==> src/design/iats_pkg.sv <==
// Shared types and codes for the interface adapter with timers and shift register.
package iats_pkg;

   localparam logic [1:0] REQ_READ  = 2'd0;
   localparam logic [1:0] REQ_WRITE = 2'd1;
   localparam logic [1:0] REQ_TICK  = 2'd2;
   localparam logic [1:0] REQ_CB2   = 2'd3;

   localparam logic [3:0] REG_ORB    = 4'd0;
   localparam logic [3:0] REG_ORA    = 4'd1;
   localparam logic [3:0] REG_DDRB   = 4'd2;
   localparam logic [3:0] REG_DDRA   = 4'd3;
   localparam logic [3:0] REG_T1CL   = 4'd4;
   localparam logic [3:0] REG_T1CH   = 4'd5;
   localparam logic [3:0] REG_T1LL   = 4'd6;
   localparam logic [3:0] REG_T1LH   = 4'd7;
   localparam logic [3:0] REG_T2CL   = 4'd8;
   localparam logic [3:0] REG_T2CH   = 4'd9;
   localparam logic [3:0] REG_SR     = 4'd10;
   localparam logic [3:0] REG_ACR    = 4'd11;
   localparam logic [3:0] REG_PCR    = 4'd12;
   localparam logic [3:0] REG_IFR    = 4'd13;
   localparam logic [3:0] REG_IER    = 4'd14;
   localparam logic [3:0] REG_ORA_NH = 4'd15;

   localparam int FLAG_SR  = 2;
   localparam int FLAG_CB2 = 3;
   localparam int FLAG_T2  = 5;
   localparam int FLAG_T1  = 6;

   localparam int ACR_T1_FREE = 6;
   localparam int ACR_PB7_OUT = 7;
   localparam logic [2:0] ACR_SR_IN_T2 = 3'b001;

   localparam logic [3:0] SHIFT_BITS = 4'd8;
   localparam logic [15:0] TIMER_WRAP = 16'hFFFF;

   typedef struct packed {
      logic [1:0] req_type;
      logic [3:0] reg_addr;
      logic [7:0] write_data;
      logic       chip_select;
      logic       reset_level;
      logic       count_enable;
      logic       cb2_level;
      logic       cb2_quiet;
      logic [7:0] porta_ext;
   } iats_req_type;

   typedef struct packed {
      logic [7:0]  read_data;
      logic        handled;
      logic        irq_out;
      logic [4:0]  bank_select;
      logic [7:0]  portb_pins;
      logic [7:0]  porta_pins;
      logic [3:0]  shift_bits_left;
      logic [31:0] shift_count_total;
   } iats_result_type;

   typedef struct packed {
      logic [7:0]  port_b_out;
      logic [7:0]  port_a_out;
      logic [7:0]  dir_b;
      logic [7:0]  dir_a;
      logic [15:0] timer1_count;
      logic [15:0] timer1_latch;
      logic [15:0] timer2_count;
      logic [7:0]  timer2_latch_low;
      logic [7:0]  shift_reg;
      logic [7:0]  aux_control;
      logic [7:0]  periph_control;
      logic [6:0]  int_flags;
      logic [6:0]  int_enable;
      logic        timer1_on;
      logic        timer2_on;
      logic        square_bit;
      logic [3:0]  bits_left;
      logic [31:0] shifted_total;
      logic        cb2_now;
      logic        last_reset_level;
   } iats_state_type;

endpackage

==> src/design/interface_adapter_timers_shift_core.sv <==
// Top level of the interface adapter with timers and shift register.
//
//   channel  direction  handshake           payload
//   req      in         req_valid/stall     type, address, data, select, pins, cb2
//   rsp      out        rsp_valid/stall     read data, handled, irq, port pins, shift
//
// One item is accepted per cycle while req_stall is low; its result appears in the result register the next cycle.
// The result comes from a single pass through the register file logic.
// req_stall rises only while a result waits and rsp_stall is high.
// Synchronous reset clears rsp_valid and the adapter state but not result_ff; the reset pin acts through tick items.
module interface_adapter_timers_shift_core (
   input  logic        clock,
   input  logic        reset,
   input  logic        req_valid,
   output logic        req_stall,
   input  logic [1:0]  req_type,
   input  logic [3:0]  req_reg_addr,
   input  logic [7:0]  req_write_data,
   input  logic        req_chip_select,
   input  logic        req_reset_level,
   input  logic        req_count_enable,
   input  logic        req_cb2_level,
   input  logic        req_cb2_quiet,
   input  logic [7:0]  req_porta_ext,
   output logic        rsp_valid,
   input  logic        rsp_stall,
   output logic [7:0]  rsp_read_data,
   output logic        rsp_handled,
   output logic        rsp_irq_out,
   output logic [4:0]  rsp_bank_select,
   output logic [7:0]  rsp_portb_pins,
   output logic [7:0]  rsp_porta_pins,
   output logic [3:0]  rsp_shift_bits_left,
   output logic [31:0] rsp_shift_count_total
);
   import iats_pkg::*;

   iats_req_type    req;
   iats_result_type result;
   iats_result_type result_ff;
   logic            rsp_valid_ff;
   logic            accept;

   assign req_stall = rsp_valid_ff & rsp_stall;
   assign accept    = req_valid & ~req_stall;

   always_comb begin
      req.req_type     = req_type;
      req.reg_addr     = req_reg_addr;
      req.write_data   = req_write_data;
      req.chip_select  = req_chip_select;
      req.reset_level  = req_reset_level;
      req.count_enable = req_count_enable;
      req.cb2_level    = req_cb2_level;
      req.cb2_quiet    = req_cb2_quiet;
      req.porta_ext    = req_porta_ext;
   end

   iats_regs u_regs (
      .clock  (clock),
      .reset  (reset),
      .accept (accept),
      .req    (req),
      .result (result)
   );

   always_ff @(posedge clock) begin
      if (reset) begin
         rsp_valid_ff <= 1'b0;
      end else if (accept) begin
         rsp_valid_ff <= 1'b1;
      end else if (!rsp_stall) begin
         rsp_valid_ff <= 1'b0;
      end
   end

   always_ff @(posedge clock) begin
      if (accept) begin
         result_ff <= result;
      end
   end

   assign rsp_valid             = rsp_valid_ff;
   assign rsp_read_data         = result_ff.read_data;
   assign rsp_handled           = result_ff.handled;
   assign rsp_irq_out           = result_ff.irq_out;
   assign rsp_bank_select       = result_ff.bank_select;
   assign rsp_portb_pins        = result_ff.portb_pins;
   assign rsp_porta_pins        = result_ff.porta_pins;
   assign rsp_shift_bits_left   = result_ff.shift_bits_left;
   assign rsp_shift_count_total = result_ff.shift_count_total;

   a_hold_when_full: assert property (@(posedge clock) disable iff (reset)
      rsp_valid && rsp_stall |-> req_stall)
      else $error("item accepted while result waits");

   a_tick_unclaimed: assert property (@(posedge clock) disable iff (reset)
      req_valid && !req_stall && (req_type == REQ_TICK || req_type == REQ_CB2)
      |=> rsp_valid && !rsp_handled)
      else $error("tick or cb2 item claimed");

   a_unclaimed_zero: assert property (@(posedge clock) disable iff (reset)
      rsp_valid && !rsp_handled |-> rsp_read_data == 8'h00)
      else $error("read data on unclaimed item");

   a_bits_range: assert property (@(posedge clock) disable iff (reset)
      rsp_valid |-> rsp_shift_bits_left <= SHIFT_BITS)
      else $error("shift count out of range");

endmodule

==> src/design/iats_regs.sv <==
// Register file, timers, shift register and interrupt logic; yields the result of one item.
module iats_regs (
   input  logic                      clock,
   input  logic                      reset,
   input  logic                      accept,
   input  iats_pkg::iats_req_type    req,
   output iats_pkg::iats_result_type result
);
   import iats_pkg::*;

   iats_state_type state_ff;
   iats_state_type state_in;
   logic [7:0]     read_data;
   logic           handled;
   logic           shift_mode;
   logic           irq_now;

   function automatic logic [7:0] portb_value(input iats_state_type s);
      logic [7:0] v;
      v = s.port_b_out & s.dir_b;
      if (s.aux_control[ACR_PB7_OUT]) begin
         v[7] = s.square_bit;
      end
      return v;
   endfunction

   function automatic logic [7:0] porta_value(input iats_state_type s, input logic [7:0] ext);
      return (s.port_a_out & s.dir_a) | (ext & ~s.dir_a);
   endfunction

   assign shift_mode = (state_ff.aux_control[4:2] == ACR_SR_IN_T2);
   assign irq_now    = |(state_ff.int_flags & state_ff.int_enable);

   always_comb begin
      state_in  = state_ff;
      read_data = 8'h00;
      handled   = 1'b0;
      case (req.req_type)
         REQ_READ: begin
            if (req.chip_select) begin
               handled = 1'b1;
               case (req.reg_addr)
                  REG_ORB:             read_data = portb_value(state_ff);
                  REG_ORA, REG_ORA_NH: read_data = porta_value(state_ff, req.porta_ext);
                  REG_DDRB:            read_data = state_ff.dir_b;
                  REG_DDRA:            read_data = state_ff.dir_a;
                  REG_T1CL: begin
                     read_data = state_ff.timer1_count[7:0];
                     state_in.int_flags[FLAG_T1] = 1'b0;
                  end
                  REG_T1CH:            read_data = state_ff.timer1_count[15:8];
                  REG_T1LL:            read_data = state_ff.timer1_latch[7:0];
                  REG_T1LH:            read_data = state_ff.timer1_latch[15:8];
                  REG_T2CL: begin
                     read_data = state_ff.timer2_count[7:0];
                     state_in.int_flags[FLAG_T2] = 1'b0;
                  end
                  REG_T2CH:            read_data = state_ff.timer2_count[15:8];
                  REG_SR: begin
                     read_data = state_ff.shift_reg;
                     state_in.int_flags[FLAG_SR] = 1'b0;
                     if (shift_mode) begin
                        state_in.bits_left = SHIFT_BITS;
                     end
                  end
                  REG_ACR:             read_data = state_ff.aux_control;
                  REG_PCR:             read_data = state_ff.periph_control;
                  REG_IFR:             read_data = {irq_now, state_ff.int_flags};
                  default:             read_data = {1'b1, state_ff.int_enable};
               endcase
            end
         end
         REQ_WRITE: begin
            if (req.chip_select) begin
               handled = 1'b1;
               case (req.reg_addr)
                  REG_ORB:             state_in.port_b_out = req.write_data;
                  REG_ORA, REG_ORA_NH: state_in.port_a_out = req.write_data;
                  REG_DDRB:            state_in.dir_b = req.write_data;
                  REG_DDRA:            state_in.dir_a = req.write_data;
                  REG_T1CL, REG_T1LL:  state_in.timer1_latch[7:0] = req.write_data;
                  REG_T1CH: begin
                     state_in.timer1_latch[15:8] = req.write_data;
                     state_in.timer1_count = {req.write_data, state_ff.timer1_latch[7:0]};
                     state_in.timer1_on = 1'b1;
                     state_in.int_flags[FLAG_T1] = 1'b0;
                     if (state_ff.aux_control[ACR_PB7_OUT]) begin
                        state_in.square_bit = 1'b0;
                     end
                  end
                  REG_T1LH: begin
                     state_in.timer1_latch[15:8] = req.write_data;
                     state_in.int_flags[FLAG_T1] = 1'b0;
                  end
                  REG_T2CL:            state_in.timer2_latch_low = req.write_data;
                  REG_T2CH: begin
                     state_in.timer2_count = {req.write_data, state_ff.timer2_latch_low};
                     state_in.timer2_on = 1'b1;
                     state_in.int_flags[FLAG_T2] = 1'b0;
                  end
                  REG_SR: begin
                     state_in.shift_reg = req.write_data;
                     state_in.int_flags[FLAG_SR] = 1'b0;
                  end
                  REG_ACR:             state_in.aux_control = req.write_data;
                  REG_PCR:             state_in.periph_control = req.write_data;
                  REG_IFR: begin
                     state_in.int_flags = state_ff.int_flags & ~req.write_data[6:0];
                  end
                  default: begin
                     if (req.write_data[7]) begin
                        state_in.int_enable = state_ff.int_enable | req.write_data[6:0];
                     end else begin
                        state_in.int_enable = state_ff.int_enable & ~req.write_data[6:0];
                     end
                  end
               endcase
            end
         end
         REQ_TICK: begin
            if (req.reset_level && !state_ff.last_reset_level) begin
               state_in = '0;
               state_in.cb2_now = state_ff.cb2_now;
               state_in.last_reset_level = req.reset_level;
            end else begin
               state_in.last_reset_level = req.reset_level;
               if (req.count_enable) begin
                  if (state_ff.timer1_on) begin
                     if (state_ff.timer1_count == 16'h0000) begin
                        state_in.int_flags[FLAG_T1] = 1'b1;
                        if (state_ff.aux_control[ACR_T1_FREE]) begin
                           state_in.timer1_count = state_ff.timer1_latch;
                           if (state_ff.aux_control[ACR_PB7_OUT]) begin
                              state_in.square_bit = ~state_ff.square_bit;
                           end
                        end else begin
                           state_in.timer1_on = 1'b0;
                           if (state_ff.aux_control[ACR_PB7_OUT]) begin
                              state_in.square_bit = 1'b1;
                           end
                        end
                     end else begin
                        state_in.timer1_count = state_ff.timer1_count - 16'd1;
                     end
                  end
                  if (state_ff.timer2_on) begin
                     if (state_ff.timer2_count == 16'h0000) begin
                        state_in.int_flags[FLAG_T2] = 1'b1;
                        if (shift_mode) begin
                           if (state_ff.bits_left != 4'd0) begin
                              state_in.shift_reg = {state_ff.shift_reg[6:0], state_ff.cb2_now};
                              state_in.bits_left = state_ff.bits_left - 4'd1;
                              state_in.shifted_total = state_ff.shifted_total + 32'd1;
                              if (state_ff.bits_left == 4'd1) begin
                                 state_in.int_flags[FLAG_SR] = 1'b1;
                              end
                           end
                           state_in.timer2_count = {8'h00, state_ff.timer2_latch_low};
                        end else begin
                           state_in.timer2_count = TIMER_WRAP;
                        end
                     end else begin
                        state_in.timer2_count = state_ff.timer2_count - 16'd1;
                     end
                  end
               end
            end
         end
         default: begin
            state_in.cb2_now = req.cb2_level;
            if (!req.cb2_quiet && (state_ff.periph_control[7:6] == 2'b00)
                && state_ff.cb2_now && !req.cb2_level) begin
               state_in.int_flags[FLAG_CB2] = 1'b1;
            end
         end
      endcase
   end

   always_comb begin
      result.read_data         = read_data;
      result.handled           = handled;
      result.irq_out           = |(state_in.int_flags & state_in.int_enable);
      result.bank_select       = state_in.port_b_out[4:0] & state_in.dir_b[4:0];
      result.portb_pins        = portb_value(state_in);
      result.porta_pins        = porta_value(state_in, req.porta_ext);
      result.shift_bits_left   = state_in.bits_left;
      result.shift_count_total = state_in.shifted_total;
   end

   always_ff @(posedge clock) begin
      if (reset) begin
         state_ff <= '0;
      end else if (accept) begin
         state_ff <= state_in;
      end
   end

endmodule

==> config.mk <==
export PLATFORM = sky130hd
export DESIGN_NAME = interface_adapter_timers_shift_core
export DESIGN_NICKNAME = d
export VERILOG_FILES = /design/src/design/iats_pkg.sv /design/src/design/interface_adapter_timers_shift_core.sv /design/src/design/iats_regs.sv
export SDC_FILE = /design/constraint.sdc
export NUM_CORES = 1
export LEC_CHECK = 0
export BUFFER_PORTS_ARGS = -buffer_cell sky130_fd_sc_hd__buf_2
export CAP_MARGIN = 25
export CORE_MARGIN = 2
export CORE_UTILIZATION = 55
export DETAILED_ROUTE_END_ITERATION = 6
export PLACE_DENSITY = 0.74
export SLEW_MARGIN = 20
export SYNTH_ARGS = -nofsm -noshare
export SYNTH_HDL_FRONTEND = slang
export SYNTH_SLANG_ARGS = --single-unit
export TNS_END_PERCENT = 100
==> constraint.sdc <==
create_clock -name clock -period 4.41 [get_ports clock]
set_input_delay 0.2205 -clock clock [delete_from_list [all_inputs] [get_ports clock]]
set_output_delay 0.2205 -clock clock [all_outputs]
set_load 0.02 [all_outputs]
Word-level counts from Yosys, hierarchy flattened --
Index checks and enable logic that the tools add are counted.
Word-level totals: input bits 31, output and inout bits 69, word-level logic and storage cells 227, register bits 235
Operators by class: multiplexer cells 99, reduce and logical (&&, ||, !) cells 35, bitwise logic cells 22, equal/unequal tests 36, $add $sub $neg 4
Operator list (count):
- $mux 16 | 14
- $pmux 112 s2 | 1
- $mux 36 | 4
- $mux 8 | 17
- $mux 129 | 1
- $pmux 8 s14 | 1
- $mux 37 | 2
- $mux 32 | 2
- $and 8x8->8 | 6
- $mux 1 | 36
- $reduce_and 5->1 | 7
- $add 32x1->32 const B | 1
- $logic_not 16->1 | 2
- $sub 16x1->16 const B | 2
- $and 7x7->7 | 4
- $eq 4x4->1 const B | 7
- $pmux 12 s2 | 1
- $ne 2x2->1 const B | 9
- $eq 4x3->1 const B | 4
- $not 8->8 | 2
- $or 8x8->8 | 2
- $ne 3x1->1 const B | 5
- $reduce_or 15->1 | 1
- $mux 7 | 2
- other kinds (34) | 63

Depth between registers and ports, before layout --
depth after elaboration 11, gate-level depth with buffers 11, depth with buffers taken out 8

Hierarchy --
A second synthesis with hierarchy kept.
Second synthesis, totals: cell total of the unflattened synthesis 1624, area, all modules 13513.0 µm²
By module, submodules not included:
- iats_regs | cells an instance 1552, sequential area each 3343.2 µm², area each 11454.7 µm², instances 1
- interface_adapter_timers_shift_core | cells an instance 72, sequential area each 2031.9 µm², area each 2058.2 µm², instances 1

Least setup slack after synthesis --
OpenSTA, ideal clock, no wires.
path type reg-to-reg, start point reg rsp_valid_ff (netlist: rsp_valid), end point reg result_ff (netlist bit rsp_bank_select[0]) (enable), arrival time 3049 ps, path slack 910 ps, period minus slack after synthesis 3500 ps, library setup time 451 ps, stages on the path, launching flop included 6, required time 3959 ps, buffers on the path 2, path through dfxtp_1 and2_1 nand2b_1 inv_1 clkbuf_1 clkbuf_1
Between the ends: word-level cells in the longest chain between the ends 3
Ends and longest elaborated chain:
- from (decl) | RTL line interface_adapter_timers_shift_core.sv:41 | logic rsp_valid_ff;
- from (signal assigned) | RTL line interface_adapter_timers_shift_core.sv:69 | rsp_valid_ff <= 1'b0;
- from (signal assigned) | RTL line interface_adapter_timers_shift_core.sv:71 | rsp_valid_ff <= 1'b1;
- from (signal assigned) | RTL line interface_adapter_timers_shift_core.sv:73 | rsp_valid_ff <= 1'b0;
- $and 1x1->1 | RTL line interface_adapter_timers_shift_core.sv:44 | assign req_stall = rsp_valid_ff & rsp_stall;
- via req_stall | RTL line interface_adapter_timers_shift_core.sv:15 | output logic req_stall,
- $not 1->1 | RTL line interface_adapter_timers_shift_core.sv:45 | assign accept = req_valid & ~req_stall;
- $and 1x1->1 | RTL line interface_adapter_timers_shift_core.sv:45
- via accept | RTL line interface_adapter_timers_shift_core.sv:42 | logic accept;
- to (signal assigned) | RTL line interface_adapter_timers_shift_core.sv:79 | result_ff <= result;
- to (decl) | RTL line interface_adapter_timers_shift_core.sv:40 | iats_result_type result_ff;
The timed path passes the listed nets, and every way through them passes these cells. A chain may end at the register's enable or synchronous reset.

Final worst setup path --
start point reg u_regs.state_ff[87] in the netlist's numbering, end point reg u_regs.state_ff[15] in the netlist's numbering
Between the ends: word-level cells in the longest chain between the ends 6
Ends and longest elaborated chain:
- from (decl) | RTL line iats_regs.sv:11 | iats_state_type state_ff;
- from (signal assigned) | RTL line iats_regs.sv:194 | state_ff <= state_in;
- $logic_not 16->1 | RTL line iats_regs.sv:147 | if (state_ff.timer2_count == 16'h0000) begin
- $mux 36 | RTL line iats_regs.sv:147
- $mux 36 | RTL line iats_regs.sv:146 | if (state_ff.timer2_on) begin
- $mux 37 | RTL line iats_regs.sv:127 | if (req.count_enable) begin
- $mux 37 | RTL line iats_regs.sv:121 | if (req.reset_level && !state_ff.last_reset_level) begin
- $mux 32 | RTL line iats_regs.sv:38 | case (req.req_type)
Every way passes these cells.

==> impl_results.md <==
* Status: complete, but fails checks
* Failing checks: design-rule violations
* Post-DR wirelength/cell at between 20 and 25 um
* Post-layout min period at between 3 and 4 ns
* Die ar. at approximately 25000 um^2
* Cell family with most CP delay: simple AND/OR/NAND/NOR gates
* CP Launch Type: flop
* # DRC at 13
* Sink count of the clock tree at 230
* Max_cap viols at 0
* Met2 WL at between 15000 and 20000 um
* Root buf cell: clkbuf_16
* Min-delay src: req_porta_ext[1]
* DIE HEIGHT at approximately 160 um
* Crit path max fanout at 18
* Asr flop ratio synth at 0%
* Iter 0 DRT Violations at ~1900
* First-pass detailed-route iteration total at 7
* Fillers at between 2000 and 2500
* Drt total wl at 43500 um
* GRT Overall Usage at 34.1%
* Syn Inst Count at ~1600
* PortBufs at 99
* Area Overhead vs Synth at 11.4%
* WHS Path Cells at 2
* Fin util at about 62%
* #FFs+latches synth at 230
* PnR Total Power at 0.00521 W
* Worst-case reg-to-reg path depth at 8
* Die X at 158 um
* Synth cell types at 85
* Post-DP HPWL at between 30000 and 40000 um
* Synth Flop Type: dfxtp_1
* Final instance count without filler cells at slightly below 2000
* Leakage Power at about 5.3 nW
* CP Cell Sequence: inv_1 -> ha_1 -> nor4b_4 -> nand4b_4 -> nor4_4 -> nand4_1 -> or3_1 -> a21oi_1
* Worst EP required at between 4 and 5 ns
* Period utilisation layout at ~73%
* FF/Latch Area at roughly 5200 um^2
* Vias at around 13000
* Max stage delay on crit path at approximately 0.89 ns
* Synth top area cells: dfxtp_1, edfxtp_1, nor2_1
* Dominant cell type by area after synthesis: dfxtp_1
* First-pass GRT wire length at 66700 um
* Final Max Slew Viols at 0
* R2R Setup Slk at about 1.2 ns
* H-tree lvl count at 1
* Number of global-route vias before repair at roughly 12000
* HP Class: in2reg
* Syn_nets at roughly 1600
* Largest net degree at the start of global routing at about 70
* YS warnings at 0
* Max Freq at approximately 0.31 GHz
* Initial Util at between 50 and 60%
* Multi-input gate area at around 7200 um^2
* Mapped cell area at between 10000 and 15000 um^2
* Worst-Skew Late Latency at ~0.54 ns
* Inserted Clock Buffers at 25
* # IOs at 100
* Maximum clock path buffer count at 3
* Post-CTS sizing at 0
* Reg2reg end: u_regs.state_ff[15]
* Final net count at around 1600
* WL met3 at around 4900 um
* Core ar. at 23400 um^2
* Remaining antenna violation count at 0
* Dpl cells at between 1500 and 2000
* Slowest CP cell: nor4_4
* Register area share after synthesis at between 30% and 40%
* Hold Violations, Final at 0
* Buf/Inv on CP at 1
* Worst relative slew slack at between 30% and 40%
* Total negative slack at 0 ns
* Clock skew at approximately 0.018 ns
* Final GP Congestion at ~1
* Initial antenna violation count at 2
* Critical path class: reg2reg
* Layout cells sized above 1 at roughly an eighth
* R2r startpoint: u_regs.state_ff[87]
* Synth top area share at around a quarter
* Critical path data arrival time at between 3 and 4 ns
* CP endpoint kind: flop
* Measured slew at the worst slew-check pin at 1.04 ns
* Top layer in use: met5
* Vias per cell at 6.79
* Antenna Cells at 0
* Global route overflow at 0
* Avg Synthesized Cell Area at around 8.4 um^2
* Hold endpoint: rsp_porta_pins[1]
* Power Density at ~360 nW/um^2
* RSZ-0062 raised after global routing: no
* Maximum VDD drop at a little under 0.3 mV
* # setup viols final at 0
* Routed length on met1 at between 15000 and 20000 um
* Post-synth EDFFs at 62
* CTS tree: yes
* Clock Pin Slew Worst Setup and Hold Paths at approximately 0.06 ns
* Placement Rows at 56
==> layout by cell type (no fill, tap or decap), drive strengths merged, types with 6 or more instances in the layout <==
cell / count
and4: 6
nand4: 20
o22ai: 11
xnor2: 10
buf: 128
dfxtp: 168
o31ai: 18
nor2: 190
a211oi: 24
a21oi: 115
dlygate4sd3: 8
nor4: 22
edfxtp: 62
xor2: 17
clkbuf: 31
mux2i: 54
clkinv: 10
nand3: 49
nand2: 110
ha: 12
or3: 23
a311oi: 7
a221oi: 10
and2: 24
nor3: 43
a22oi: 76
o211ai: 12
a22o: 10
inv: 29
nor2b: 11
mux2: 15
nand2b: 13
or2: 7
a31oi: 42
o21ai: 125
and3: 18
==> metal layers <==
metal / global-route usage, % / up-vias
met1: 47.2 / 6147
met2: 51.5 / 894
met3: 5.78 / 166
met5: 0 / -
met4: 16.7 / 2
li1: - / 5887
==> cell families (layout without fill, tap and decap cells) <==
kind of cell,Yosys count,after routing,share of synthesized area [%]
xor+xnor,27,27,1.81
buf+inv,159,210,4.94
mux,69,69,5.42
fa+ha+maj,12,12,1.15
compound gates,510,510,25.3
simple gates,553,553,21.4
flops,230,230,39.9
==> where the power goes <==
part	leakage (nW)	switching (W)	internal [W]
sequential	1.98	0.0000573	0.00223
clock	0.404	0.000874	0.00127
combinational	2.94	0.000545	0.000231
==> registers in the layout, summed over array words and instances (netlist names), 4 cells and up <==
signal                 flops
rsp_read_data              8
rsp_porta_pins             8
rsp_bank_select            4
rsp_portb_pins             4
rsp_shift_count_total     32
rsp_shift_bits_left        4
u_regs.state_ff          167
==> synthesized netlist by cell type, drive strengths merged (18+ instances only) <==
library cell / instances
or3: 23
inv: 28
and2: 24
nor3: 43
nor4: 22
o21ai: 125
o31ai: 18
nand4: 20
nor2: 190
a31oi: 42
and3: 18
edfxtp: 62
nand2: 110
clkbuf: 104
nand3: 49
mux2i: 54
a22oi: 76
buf: 26
dfxtp: 168
a211oi: 24
a21oi: 115
==> per-stage QoR <==
step | hold slack, ns | area (um^2) | worst slack [ns]
final | 0.0183 | 14600 | 1.18
after global placement | 0.449 | 13700 | 1.15
after floorplan | 0.345 | 13100 | 0.910
after detailed placement | 0.453 | 13700 | 0.955
after global routing | 0.0269 | 14600 | 1.08
after CTS | 0.0126 | 14600 | 1.28
==> worst max-delay path by stage <==
stage,startpoint,endpoint,slack (ns),cells past startpoint
after floorplan,rsp_valid,rsp_bank_select[0],0.91,5
after global placement,req_type[0],u_regs.state_ff[96],1.15,10
after detailed placement,req_type[0],u_regs.state_ff[96],0.96,10
after CTS,u_regs.state_ff[87],u_regs.state_ff[15],1.28,8
after global routing,u_regs.state_ff[65],u_regs.state_ff[15],1.08,6
final,u_regs.state_ff[87],u_regs.state_ff[15],1.18,8
==> layout make-up <==
type	instances	share of cell area [%]
Multi-Input combinational cell	1171	49.6
Clock buffer	31	4.45
Tap cell	319	2.74
Clock inverter	14	1.17
Inverter	29	0.764
Timing Repair Buffer	136	5.46
Sequential cell	230	35.9
==> timing repair <==
item                                    4_1_cts  5_1_grt
buffers inserted                              0        0
hold buffers                                  8        0
hold endpoints to repair                     12        0
endpoints found under the setup margin        0        0
No activity file was read; power rests on OpenSTA's default activity.
